File: src/hw/rtl/tmsf_pkg.sv
// Shared types, constants and width helpers for the trimmed-mean sample filter.
`timescale 1ns / 1ps
`default_nettype none
package tmsf_pkg;

   // Field widths of the ports
   localparam int SAMPLE_W  = 12;
   localparam int REF_W     = 13;
   localparam int UV_W      = 23;
   localparam int TSUM_W    = 15;

   // Converter resolution: code full scale is 2^SAMPLE_BITS
   localparam int SAMPLE_BITS = 12;

   // Microvolts per millivolt
   localparam int UV_SCALE = 1000;
   localparam int SCALE_W  = 10;

   // Quotient bits resolved per divider cycle
   localparam int DIV_RADIX_BITS = 4;

   localparam logic [REF_W-1:0] REF_RESET = 13'd3300;

   localparam int DEF_GROUP_SIZE = 7;
   localparam int DEF_TRIM       = 1;

   // Controller states
   typedef enum logic [2:0] {
      ST_IDLE,
      ST_TRIM,
      ST_MUL_REF,
      ST_MUL_SCALE,
      ST_DIV,
      ST_DONE
   } state_type;

   // Controller to datapath commands
   typedef struct packed {
      logic accept;     // take the request sample into the sorted buffer
      logic trim_step;  // remove one trimmed entry from the running total
      logic mul_ref;    // total times reference
      logic mul_scale;  // times 1000, scale down, load divider
      logic div_step;   // one radix step of the divider
      logic out_load;   // move the result into the response register
   } cmd_type;

   // Datapath to controller status
   typedef struct packed {
      logic group_last; // buffer holds all but one sample of the group
      logic out_full;   // response register still holds a result
   } status_type;

   // Running total width for a group
   function automatic int sum_width(input int group_size);
      return SAMPLE_BITS + $clog2(group_size);
   endfunction

   // Samples left after the trim, zero when nothing survives
   function automatic int kept_count(input int group_size, input int trim);
      return (group_size > 2 * trim) ? group_size - 2 * trim : 0;
   endfunction

   // Dividend width after the scale-down shift
   function automatic int dividend_width(input int group_size);
      return sum_width(group_size) + REF_W + SCALE_W - SAMPLE_BITS;
   endfunction

   // Divider cycles for one result
   function automatic int div_steps(input int group_size);
      return (dividend_width(group_size) + DIV_RADIX_BITS - 1) / DIV_RADIX_BITS;
   endfunction

endpackage
`default_nettype wire

File: src/hw/rtl/tmsf_ctrl.sv
// Sequencer for the trimmed-mean sample filter: handshake, trim sweep, scaling and divide.
`timescale 1ns / 1ps
`default_nettype none
module tmsf_ctrl #(
   parameter int GROUP_SIZE = tmsf_pkg::DEF_GROUP_SIZE,
   parameter int TRIM       = tmsf_pkg::DEF_TRIM
) (
   input  wire logic                           clock,
   input  wire logic                           reset,
   input  wire logic                           req_valid,
   output logic                                req_ready,
   input  wire tmsf_pkg::status_type           status,
   output tmsf_pkg::cmd_type                   cmd,
   output logic [$clog2(GROUP_SIZE)-1:0]       trim_idx
);
   import tmsf_pkg::*;

   localparam int IDX_W     = $clog2(GROUP_SIZE);
   localparam int KEPT      = kept_count(GROUP_SIZE, TRIM);
   localparam int SKIP_OFS  = (KEPT > 0) ? GROUP_SIZE - 2 * TRIM : 0;
   localparam int DIV_STEPS = div_steps(GROUP_SIZE);
   localparam int CNT_MAX   = (2 * TRIM > DIV_STEPS) ? 2 * TRIM : DIV_STEPS;
   localparam int CNT_W     = $clog2(CNT_MAX + 1);

   state_type          state_ff, state_in;
   logic [CNT_W-1:0]   cnt_ff, cnt_in;

   // State and step counter
   always_ff @(posedge clock) begin
      if (reset) begin
         state_ff <= ST_IDLE;
         cnt_ff   <= '0;
      end else begin
         state_ff <= state_in;
         cnt_ff   <= cnt_in;
      end
   end

   // Trim sweep visits the lowest TRIM entries, then the highest TRIM entries
   always_comb begin
      if (cnt_ff < CNT_W'(TRIM)) begin
         trim_idx = IDX_W'(cnt_ff);
      end else begin
         trim_idx = IDX_W'(cnt_ff) + IDX_W'(SKIP_OFS);
      end
   end

   // Next state and commands
   always_comb begin
      state_in  = state_ff;
      cnt_in    = cnt_ff;
      cmd       = '0;
      req_ready = 1'b0;
      case (state_ff)
         ST_IDLE: begin
            req_ready = 1'b1;
            if (req_valid) begin
               cmd.accept = 1'b1;
               cnt_in     = '0;
               if (status.group_last) begin
                  if (KEPT == 0) begin
                     state_in = ST_DONE;
                  end else if (TRIM == 0) begin
                     state_in = ST_MUL_REF;
                  end else begin
                     state_in = ST_TRIM;
                  end
               end
            end
         end
         ST_TRIM: begin
            cmd.trim_step = 1'b1;
            cnt_in        = cnt_ff + CNT_W'(1);
            if (cnt_ff == CNT_W'(2 * TRIM - 1)) begin
               state_in = ST_MUL_REF;
            end
         end
         ST_MUL_REF: begin
            cmd.mul_ref = 1'b1;
            state_in    = ST_MUL_SCALE;
         end
         ST_MUL_SCALE: begin
            cmd.mul_scale = 1'b1;
            cnt_in        = '0;
            state_in      = ST_DIV;
         end
         ST_DIV: begin
            cmd.div_step = 1'b1;
            cnt_in       = cnt_ff + CNT_W'(1);
            if (cnt_ff == CNT_W'(DIV_STEPS - 1)) begin
               state_in = ST_DONE;
            end
         end
         ST_DONE: begin
            // wait for the response register to drain
            if (!status.out_full) begin
               cmd.out_load = 1'b1;
               state_in     = ST_IDLE;
            end
         end
         default: begin
            state_in = ST_IDLE;
         end
      endcase
   end

   // A completed group blocks new requests for the next cycle
   a_group_blocks: assert property (@(posedge clock) disable iff (reset)
      (req_valid && req_ready && status.group_last) |=> !req_ready)
      else $error("request taken right after a group completed");

   // Commands are mutually exclusive
   a_cmd_onehot: assert property (@(posedge clock) disable iff (reset)
      $onehot0(cmd))
      else $error("more than one datapath command at once");

endmodule
`default_nettype wire

File: src/hw/rtl/tmsf_datapath.sv
// Datapath: sorted sample buffer, running total, scaling multipliers, divider, response register.
`timescale 1ns / 1ps
`default_nettype none
module tmsf_datapath #(
   parameter int GROUP_SIZE = tmsf_pkg::DEF_GROUP_SIZE,
   parameter int TRIM       = tmsf_pkg::DEF_TRIM
) (
   input  wire logic                               clock,
   input  wire logic                               reset,
   input  wire tmsf_pkg::cmd_type                  cmd,
   input  wire logic [$clog2(GROUP_SIZE)-1:0]      trim_idx,
   output tmsf_pkg::status_type                    status,
   input  wire logic [tmsf_pkg::SAMPLE_W-1:0]      req_sample,
   input  wire logic                               csr_wr_en,
   input  wire logic [tmsf_pkg::REF_W-1:0]         csr_wr_data,
   output logic                                    rsp_valid,
   input  wire logic                               rsp_ready,
   output logic [tmsf_pkg::UV_W-1:0]               rsp_voltage_uv,
   output logic [tmsf_pkg::TSUM_W-1:0]             rsp_trimmed_sum
);
   import tmsf_pkg::*;

   localparam int IDX_W     = $clog2(GROUP_SIZE);
   localparam int SUM_W     = sum_width(GROUP_SIZE);
   localparam int P1_W      = SUM_W + REF_W;
   localparam int P2_W      = P1_W + SCALE_W;
   localparam int DIV_W     = div_steps(GROUP_SIZE) * DIV_RADIX_BITS;
   localparam int KEPT      = kept_count(GROUP_SIZE, TRIM);
   localparam int KEPT_DIV  = (KEPT > 0) ? KEPT : 1;
   localparam int KEPT_W    = $clog2(KEPT_DIV + 1);

   logic [SAMPLE_BITS-1:0]  sample_x;
   logic [SAMPLE_BITS-1:0]  buf_ff [GROUP_SIZE];
   logic [SAMPLE_BITS-1:0]  buf_in [GROUP_SIZE];
   logic [GROUP_SIZE-1:0]   gt;
   logic [IDX_W-1:0]        fill_ff, fill_in;
   logic [SUM_W-1:0]        total_ff, total_in;
   logic [REF_W-1:0]        ref_ff;
   logic [P1_W-1:0]         p1_ff;
   logic [P2_W-1:0]         p2;
   logic [DIV_W-1:0]        div_ff, div_in;
   logic [KEPT_W-1:0]       rem_ff, rem_in;
   logic                    rsp_valid_ff;
   logic [UV_W-1:0]         uv_ff;
   logic [TSUM_W-1:0]       tsum_ff;

   assign sample_x = req_sample[SAMPLE_BITS-1:0];

   // Insertion into the sorted buffer: empty slots count as larger than any sample
   for (genvar i = 0; i < GROUP_SIZE; i++) begin : g_ins
      assign gt[i] = (IDX_W'(i) >= fill_ff) || (buf_ff[i] > sample_x);
      if (i == 0) begin : g_first
         assign buf_in[i] = gt[i] ? sample_x : buf_ff[i];
      end else begin : g_rest
         assign buf_in[i] = !gt[i]    ? buf_ff[i]   :
                            gt[i - 1] ? buf_ff[i-1] : sample_x;
      end
   end

   // Buffer contents need no reset: each slot is written before it is read
   always_ff @(posedge clock) begin
      if (cmd.accept) begin
         buf_ff <= buf_in;
      end
   end

   // Fill count
   assign status.group_last = (fill_ff == IDX_W'(GROUP_SIZE - 1));
   assign fill_in = status.group_last ? '0 : fill_ff + IDX_W'(1);

   always_ff @(posedge clock) begin
      if (reset) begin
         fill_ff <= '0;
      end else if (cmd.accept) begin
         fill_ff <= fill_in;
      end
   end

   // Running total: add on each request, subtract trimmed entries in the sweep
   always_comb begin
      total_in = total_ff;
      if (cmd.accept) begin
         total_in = ((fill_ff == '0) ? '0 : total_ff) + SUM_W'(sample_x);
      end else if (cmd.trim_step) begin
         total_in = total_ff - SUM_W'(buf_ff[trim_idx]);
      end
   end

   always_ff @(posedge clock) begin
      total_ff <= total_in;
   end

   // Reference register
   always_ff @(posedge clock) begin
      if (reset) begin
         ref_ff <= REF_RESET;
      end else if (csr_wr_en) begin
         ref_ff <= csr_wr_data;
      end
   end

   // Scaling: total * ref, then * 1000 and drop the converter resolution
   assign p2 = P2_W'(p1_ff) * P2_W'(UV_SCALE);

   always_ff @(posedge clock) begin
      if (cmd.mul_ref) begin
         p1_ff <= P1_W'(total_ff) * P1_W'(ref_ff);
      end
   end

   // Restoring divider by the kept count, DIV_RADIX_BITS quotient bits per cycle.
   // Dividend bits leave at the top, quotient bits enter at the bottom.
   always_comb begin
      logic [KEPT_W:0]    r;
      logic [DIV_W-1:0]   d;
      r = {1'b0, rem_ff};
      d = div_ff;
      for (int s = 0; s < DIV_RADIX_BITS; s++) begin
         r = {r[KEPT_W-1:0], d[DIV_W-1]};
         d = {d[DIV_W-2:0], 1'b0};
         if (r >= (KEPT_W + 1)'(KEPT_DIV)) begin
            r    = r - (KEPT_W + 1)'(KEPT_DIV);
            d[0] = 1'b1;
         end
      end
      div_in = d;
      rem_in = r[KEPT_W-1:0];
   end

   always_ff @(posedge clock) begin
      if (cmd.mul_scale) begin
         div_ff <= DIV_W'(p2 >> SAMPLE_BITS);
         rem_ff <= '0;
      end else if (cmd.div_step) begin
         div_ff <= div_in;
         rem_ff <= rem_in;
      end
   end

   // Response register
   always_ff @(posedge clock) begin
      if (reset) begin
         rsp_valid_ff <= 1'b0;
      end else if (cmd.out_load) begin
         rsp_valid_ff <= 1'b1;
      end else if (rsp_ready) begin
         rsp_valid_ff <= 1'b0;
      end
   end

   always_ff @(posedge clock) begin
      if (cmd.out_load) begin
         uv_ff   <= (KEPT == 0) ? '0 : UV_W'(div_ff);
         tsum_ff <= (KEPT == 0) ? '0 : TSUM_W'(total_ff);
      end
   end

   assign status.out_full  = rsp_valid_ff;
   assign rsp_valid        = rsp_valid_ff;
   assign rsp_voltage_uv   = uv_ff;
   assign rsp_trimmed_sum  = tsum_ff;

   // A result is never loaded over one still waiting
   a_no_overwrite: assert property (@(posedge clock) disable iff (reset)
      cmd.out_load |-> !rsp_valid_ff)
      else $error("response register overwritten");

   // The last sample of a group empties the buffer
   a_group_wrap: assert property (@(posedge clock) disable iff (reset)
      (cmd.accept && status.group_last) |=> (fill_ff == '0))
      else $error("fill count did not wrap at group end");

endmodule
`default_nettype wire

File: src/hw/rtl/trimmed_mean_sample_filter_unit.sv
// Top level of the trimmed-mean sample filter: controller plus datapath.
`timescale 1ns / 1ps
`default_nettype none
// Collects GROUP_SIZE converter samples, keeping them sorted as they arrive, then drops
// the TRIM lowest and TRIM highest and returns the mean of the rest in microvolts
// (sum * ref_millivolts * 1000 / (kept * 4096), truncated) together with the raw kept sum.
// While a group fills, each offered sample request is taken. The request that completes a
// group starts the result sequence, during which no request is taken: a trim sweep over
// the sorted buffer (skipped when TRIM is 0), a multiply by ref_millivolts, a multiply by
// 1000 with the scale-down, the radix-16 restoring divide by the kept count, and a load of
// the response register; with nothing kept, only the load. The response register is
// separate, so sample requests keep flowing while a result waits to be taken; the load
// stalls only while the previous result has still not been taken.
// ref_millivolts resets to 3300.
module trimmed_mean_sample_filter_unit #(
   parameter int GROUP_SIZE = tmsf_pkg::DEF_GROUP_SIZE,
   parameter int TRIM       = tmsf_pkg::DEF_TRIM
) (
   input  wire logic                             clock,
   input  wire logic                             reset,
   input  wire logic                             req_valid,
   output logic                                  req_ready,
   input  wire logic [tmsf_pkg::SAMPLE_W-1:0]    req_sample,
   output logic                                  rsp_valid,
   input  wire logic                             rsp_ready,
   output logic [tmsf_pkg::UV_W-1:0]             rsp_voltage_uv,
   output logic [tmsf_pkg::TSUM_W-1:0]           rsp_trimmed_sum,
   input  wire logic                             csr_wr_en,
   input  wire logic [tmsf_pkg::REF_W-1:0]       csr_wr_data
);
   import tmsf_pkg::*;

   cmd_type                          cmd;
   status_type                       status;
   logic [$clog2(GROUP_SIZE)-1:0]    trim_idx;

   tmsf_ctrl #(
      .GROUP_SIZE (GROUP_SIZE),
      .TRIM       (TRIM)
   ) u_ctrl (
      .clock      (clock),
      .reset      (reset),
      .req_valid  (req_valid),
      .req_ready  (req_ready),
      .status     (status),
      .cmd        (cmd),
      .trim_idx   (trim_idx)
   );

   tmsf_datapath #(
      .GROUP_SIZE (GROUP_SIZE),
      .TRIM       (TRIM)
   ) u_datapath (
      .clock           (clock),
      .reset           (reset),
      .cmd             (cmd),
      .trim_idx        (trim_idx),
      .status          (status),
      .req_sample      (req_sample),
      .csr_wr_en       (csr_wr_en),
      .csr_wr_data     (csr_wr_data),
      .rsp_valid       (rsp_valid),
      .rsp_ready       (rsp_ready),
      .rsp_voltage_uv  (rsp_voltage_uv),
      .rsp_trimmed_sum (rsp_trimmed_sum)
   );

endmodule
`default_nettype wire

File: config.mk
export PLATFORM = sky130hd
export DESIGN_NAME = trimmed_mean_sample_filter_unit
export DESIGN_NICKNAME = d
export VERILOG_FILES = /design/src/hw/rtl/tmsf_pkg.sv /design/src/hw/rtl/tmsf_ctrl.sv /design/src/hw/rtl/tmsf_datapath.sv /design/src/hw/rtl/trimmed_mean_sample_filter_unit.sv
export SDC_FILE = /design/constraint.sdc
export NUM_CORES = 1
export LEC_CHECK = 0
export BUFFER_PORTS_ARGS = -buffer_cell sky130_fd_sc_hd__clkbuf_2
export CAP_MARGIN = 20
export CORE_MARGIN = 4
export CORE_UTILIZATION = 59
export DETAILED_ROUTE_END_ITERATION = 16
export PLACE_DENSITY_LB_ADDON = 0.1
export SYNTH_ARGS = -nofsm -noshare
export SYNTH_HDL_FRONTEND = slang
export SYNTH_HIERARCHICAL = 1
export SYNTH_SLANG_ARGS = --single-unit
File: constraint.sdc
create_clock -name clock -period 5.9 [get_ports clock]
set_input_delay 0.59 -clock clock [delete_from_list [all_inputs] [get_ports clock]]
set_output_delay 0.59 -clock clock [all_outputs]
set_load 0.01 [all_outputs]
==> impl_metrics.tcl, run 1 <==
set metrics [dict create \
    status "completed" \
    root_buffer "clkbuf_16" \
    crit_path_end_kind "flip-flop" \
    core_area_um2 38600 \
    p_leak_uw 0.0118 \
    utilization_pct 67.1 \
    power_frac_comb_pct 71.9 \
    clockBufferDepth 3 \
    maxSlewViolCount 0 \
    drtAntennaViolNets 0 \
    syn_avg_cell_area_um2 10.6 \
    critPathRequiredTime_ns 6.24 \
    grt_start_max_net_pins 46 \
    grt_overflow_total 0 \
    whs_path_depth 2 \
    viasPerCell 5.61 \
    ioPinCount 70 \
    postLayoutCellArea_um2 25900 \
    final.setup.tns_ns 0 \
    ir_worst_vdd_mv 1.25 \
    cts_sinks 219 \
    fin_nets 2842 \
    arrival_ns 6.15 \
    syn_to_final_growth_pct 12.6 \
    slew_headroom_pct 34.6 \
    dieArea_um2 42200 \
    worstMarginPinSlew_ns 0.981 \
    internal_power_uw 8400 \
    synthFlopType "edfxtp_1" \
    switching_power_uw 6780 \
    routedWlPerCell_um 19.2 \
    ys_types 79 \
    critPathSlowestCell "fa_1" \
    finalSetupViolations 0 \
    place_area_um2 24200 \
    synth-seq-cells 219 \
    setup.worst_path.start_class "flip-flop" \
    p_clk_share_pct 12.7 \
    p_total_uw 15200 \
    cts_buffers 28 \
    gp_routability_congestion 0.941 \
    cts_tree "done" \
    cpMostUsedCell "fa_1" \
    grt_pass1_vias 16800 \
    cap_violations 0 \
    synth-edff-count 191 \
    rr_worst_depth 21 \
    antenna_found_initial 0 \
    ys_seq_area_share_pct 27.4 \
    grt_usage_pct 26.6 \
    switching_share_pct 44.7 \
    drcViolationCount 0 \
    rows 72 \
    drtPass1Iterations 5 \
    synth_area_um2 23000 \
    hpwl_um 42800 \
    seqPwrFrac_pct 15.3 \
    powerDensity_nw_per_um2 587 \
    fill_cells 3025 \
    slowest_delay_ns 0.55 \
    fmax_ghz 0.172 \
    io_buffers 69 \
    die_h_um 205 \
    setup.worst_path.class "reg2reg" \
    drive_above_1_share_pct 17.4 \
    drt_wl_total_um 54500 \
    insertion_delay_ns 0.59 \
    synthArstFlopShare_pct 0 \
    syn-instance-count 2168 \
    period_share_pct 98.5 \
    drt_iter0_drc 891 \
    fin_worst_skew_ns 0.0237 \
    yosysWarningCount 6 \
    htree_num_levels 1 \
    clk_pin_slew_ns 0.06 \
    antenna_cells 0 \
    period_needed_ns 5.81 \
    vias 15900 \
    hold_violations 0 \
    rsz0062_at_grt "yes" \
    die_x_um 205 \
    min_path_type "in2reg" \
    grt_pass1_wl_um 89300 \
    initial_core_util_pct 59.6 \
    worstPathMaxFanout 8 \
    crit_chain "buf_4 -> buf_8 -> nand2_1 -> fa_1 -> inv_1 -> fa_1 -> fa_1 -> fa_1 -> inv_1 -> fa_1 -> inv_1 -> ha_4 -> a21o_1 -> a21oi_2 -> o211ai_1 -> nor4_2 -> o31ai_1 -> or4_1 -> a31o_1 -> a21oi_2 -> xnor2_1" \
    synthesis.nets 2711 \
]
-- worst max-delay path: cells and delay by family, from the launching register on --
family	cells	cell delay, ns
simple gates	3	0.91
buf+inv	5	0.45
compound gates	6	0.95
fa+ha+maj	6	2.81
xor+xnor	1	0.08
flops	1	0.39
-- final timing paths --
check | start | endpoint | slack, ns
worst max-delay path | u_datapath/total_ff[8] | u_datapath/p1_ff[26] | 0.09
worst min-delay path | csr_wr_data[7] | u_datapath/ref_ff[7] | 0.23
worst max register to register | u_datapath/total_ff[8] | u_datapath/p1_ff[26] | 0.09
worst min register to register | u_datapath/div_ff[9] | u_datapath/rsp_voltage_uv[9] | 0.44
-- cell type report --
cell class | instances | area [µm²] | area share (%)
Tap cell | 518 | 648 | 2.51
Clock buffer | 35 | 801 | 3.10
Multi-Input combinational cell | 1504 | 15200 | 58.9
Timing Repair Buffer | 172 | 1200 | 4.65
Sequential cell | 219 | 6310 | 24.4
Inverter | 374 | 1400 | 5.43
Clock inverter | 17 | 260 | 1.01
-- power groups by stage --
stage / Clock [µW] / Sequential (µW) / Combinational [µW]
after floorplan: 0 / 2320 / 6910
after global placement: 0 / 2360 / 9280
after detailed placement: 0 / 2360 / 9420
after CTS: 1980 / 2330 / 9580
after global routing: 2040 / 2340 / 12200
final: 1930 / 2330 / 10900
-- cell usage after synthesis (11+ instances only) --
master | count | area share [%]
ha_1 | 267 | 15
and2_1 | 104 | 2.8
fa_1 | 246 | 21
a21o_1 | 50 | 1.6
mux2_2 | 84 | 4.1
xor2_1 | 21 | 0.80
o21ai_1 | 12 | 0.26
dfxtp_1 | 28 | 2.4
mux2i_1 | 39 | 1.7
o21a_1 | 14 | 0.46
nand4_1 | 26 | 0.71
nand2b_1 | 21 | 0.57
o21ai_0 | 53 | 1.2
nor2_1 | 66 | 1.1
or3_1 | 11 | 0.30
xnor2_1 | 48 | 1.8
nor3_1 | 25 | 0.54
nor2b_1 | 39 | 1.1
a21oi_1 | 79 | 1.7
nand3_1 | 13 | 0.28
nand2_1 | 150 | 2.5
clkbuf_1 | 57 | 0.93
edfxtp_1 | 191 | 25
a211oi_1 | 13 | 0.42
mux4_2 | 12 | 1.2
inv_1 | 368 | 6.0
-- logic make-up after synthesis --
kind of cell               count (synthesis)  share of synthesized area [%]
xor gates and xnor gates                  69                           2.63
and+or+nand+nor                          483                           10.7
DFF                                      219                           27.4
muxes                                    137                           7.16
AOI/OAI and AO/OA                        302                           8.71
adders and majority gates                513                           36.0
buffers and inverters                    445                           7.38
-- stage by stage --
step,setup slack [ns],cells,hold WS (ns)
2_1_floorplan,0.0785,2168,0.418
3_3_place_gp,0.0469,2745,0.440
3_5_place_dp,-0.0138,2745,0.433
4_1_cts,0.00264,2799,0.190
5_1_grt,-0.0993,2839,0.223
6_report,0.0887,2839,0.227
-- state kept, by name, summed over array words and instances, names as in the netlist, 13 cells and up --
register / flops
u_datapath/buf_ff: 84
u_datapath/div_ff: 28
u_datapath/p1_ff: 28
u_datapath/ref_ff: 13
u_datapath/rsp_trimmed_sum: 15
u_datapath/rsp_voltage_uv: 23
u_datapath/total_ff: 15
-- what timing repair did --
item	CTS	global route
buffers inserted	2	32
hold buffers	0	0
pin swaps	1	43
gates cloned	0	2
endpoints found under the setup margin	1	5
gates resized for setup	1	70
-- layer usage --
layer	global-route usage, %	part of all wire, %
met5	0	0
met4	6.56	2.4
met3	3.14	5.2
met2	44.3	48
met1	37.6	45
-- cell usage in the layout (no fill, tap or decap), types with 48 or more instances in the layout --
master and instances:
inv_1 362, ha_1 257, fa_1 239, edfxtp_1 191, nand2_1 149, and2_1 94
buf_4 88, mux2_2 84, a21oi_1 75, clkbuf_2 69, nor2_1 63, o21ai_0 52
a21o_1 50, xnor2_1 48
(Power assumes the default switching activity.)
==> run 2, diff against run 1 <==
Settings changed: CORE_UTILIZATION 59 to 60, CTS_BUF_LIST from default to sky130_fd_sc_hd__clkbuf_4.
==> impl_metrics.tcl, run 2 (same netlist as run 1, synthesis figures left out) <==
set metrics [dict create \
    hpwl_um 42500 \
    largest_register "u_datapath/buf_ff" \
    dpl.cell_count 2742 \
    crit_path_end_kind "flip-flop" \
    grt_usage_pct 26.6 \
    critPathRequiredTime_ns 6.47 \
    powerDensity_nw_per_um2 566 \
    worst_slack_ns 0.160 \
    grt_pass1_vias 17200 \
    root_buffer "clkbuf_4" \
    reg.largest.list "u_datapath/buf_ff: 84 flops, u_datapath/div_ff: 28 flops, u_datapath/p1_ff: 28 flops" \
    worstMarginPinSlew_ns 1.04 \
    ioPinCount 70 \
    fill_cells 2926 \
    hold_violations 0 \
    final_cell_mix "inv_1, ha_1, fa_1, edfxtp_1, nand2_1" \
    syn_to_final_growth_pct 11.3 \
    setup.worst_path.start_class "flip-flop" \
    ir_worst_vdd_mv 0.992 \
    period_share_pct 97.3 \
    period_needed_ns 5.74 \
    r2r_setup_slack_ns 0.16 \
    drcViolationCount 0 \
    worstPathMaxFanout 5 \
    grt_pass1_wl_um 87600 \
    arrival_ns 6.31 \
    utilization_pct 67.7 \
    finalSetupViolations 0 \
    drt_iter0_drc 851 \
    drtAntennaViolNets 0 \
    grt_overflow_total 0 \
    cts_buffers 60 \
    min_path_type "in2reg" \
    cts_tree "done" \
    final_common_cell "inv_1" \
    drive_above_1_share_pct 17.6 \
    rows 71 \
    clockBufferDepth 3 \
    htree_num_levels 2 \
    cap_violations 0 \
    p_leak_uw 0.0117 \
    setup.worst_path.class "reg2reg" \
    grt_start_max_net_pins 46 \
    die_x_um 204 \
    clk_pin_slew_ns 0.07 \
    dieArea_um2 41500 \
    io_buffers 69 \
    status "completed" \
    place_area_um2 24200 \
    insertion_delay_ns 0.85 \
    pre_cts_ws_ns -0.0815 \
    die_h_um 204 \
    routedWlPerCell_um 18.5 \
    vias 16300 \
    largest_reg_flops 84 \
    antenna_found_initial 2 \
    drtPass1Iterations 5 \
    core_area_um2 37800 \
    slew_headroom_pct 30.5 \
    fmax_ghz 0.174 \
    drt_wl_total_um 53400 \
    cts_sinks 219 \
    postLayoutCellArea_um2 25600 \
    initial_core_util_pct 60.8 \
    fin_nets 2870 \
    maxSlewViolCount 0 \
    fin_worst_skew_ns 0.0833 \
    gp_routability_congestion 0.935 \
    viasPerCell 5.62 \
    instances_no_fill 2890 \
]
[run 2: changes by cell type in the layout (fill, tap and decap cells not counted), sizes merged]
cell and delta:
clkinv +11, clkinvlp -4, inv -1, dlygate4sd3 +10
buf -14, diode +2, bufinv -3, clkbuf +57
[run 2: metal layers]
metal | share of wire [%] | vias to the layer above | wire (µm) | global-route usage, %
met2 | 47 | 462 | 25000 | 43.4
met3 | 6.5 | 111 | 3490 | 5.76
met1 | 42 | 8035 | 22700 | 35.0
met4 | 4.3 | 0 | 2270 | 10.7
met5 | 0 | - | 0 | 0
li1 | - | 7645 | - | -
[run 2: final timing paths]
path / start / endpoint / cells after the start
max: u_datapath/total_ff[4] / u_datapath/p1_ff[26] / 20
min: csr_wr_data[9] / u_datapath/ref_ff[9] / 3
max reg2reg: u_datapath/total_ff[4] / u_datapath/p1_ff[26] / 20
min reg2reg: u_datapath/div_ff[7] / u_datapath/rsp_voltage_uv[7] / 0
[run 2: repair_timing]
| item | CTS | global route |
|---|---|---|
| resized for setup | 0 | 46 |
| setup endpoints to repair | 1 | 6 |
| hold buffers | 10 | 0 |
| buffers inserted | 7 | 15 |
| hold endpoints to repair | 10 | 0 |
| gates cloned | 0 | 0 |
| pin swaps | 0 | 28 |
[run 2: per-stage QoR]
stage               setup TNS [ns]  hold WS (ns)  power (µW)
finish                           0        0.0641       14500
global route               -0.0704        0.0513       15900
CTS                              0       0.00409       13400
detailed placement         -0.0815         0.432       11800
global placement                 0         0.435       11600
floorplan                        0         0.418        9230
[run 2: cell type report]
type	count	area (µm²)	share of cell area, %
multi-input cells	1504	15200	59.3
flip-flops and latches	219	6300	24.6
inverters	374	1400	5.49
repair buffers	168	1200	4.71
clock buffers	92	691	2.70
well taps	511	639	2.50
clock inverters	20	151	0.592
diodes	2	5.00	0.0196
[run 2: power by group]
part	switching (µW)	total (µW)	internal [µW]	leakage, µW
logic	5840	10600	4810	0.00919
registers	95.3	2330	2230	0.00202
clock network	692	1490	803	0.000499
total	6620	14500	7850	0.0117
[run 2: critical path, cell delays in order, from the launching register on]
cell	delay (ns)
edfxtp_1	0.40
buf_6	0.15
buf_6	0.13
and2_1	0.16
fa_1	0.50
fa_1	0.44
fa_1	0.52
fa_1	0.54
inv_1	0.06
fa_1	0.52
inv_1	0.06
ha_4	0.24
a21o_1	0.15
a21oi_1	0.14
o211ai_1	0.13
nor4_2	0.39
o31ai_2	0.11
or4_4	0.43
a31o_1	0.25
a21oi_2	0.14
xnor2_1	0.07
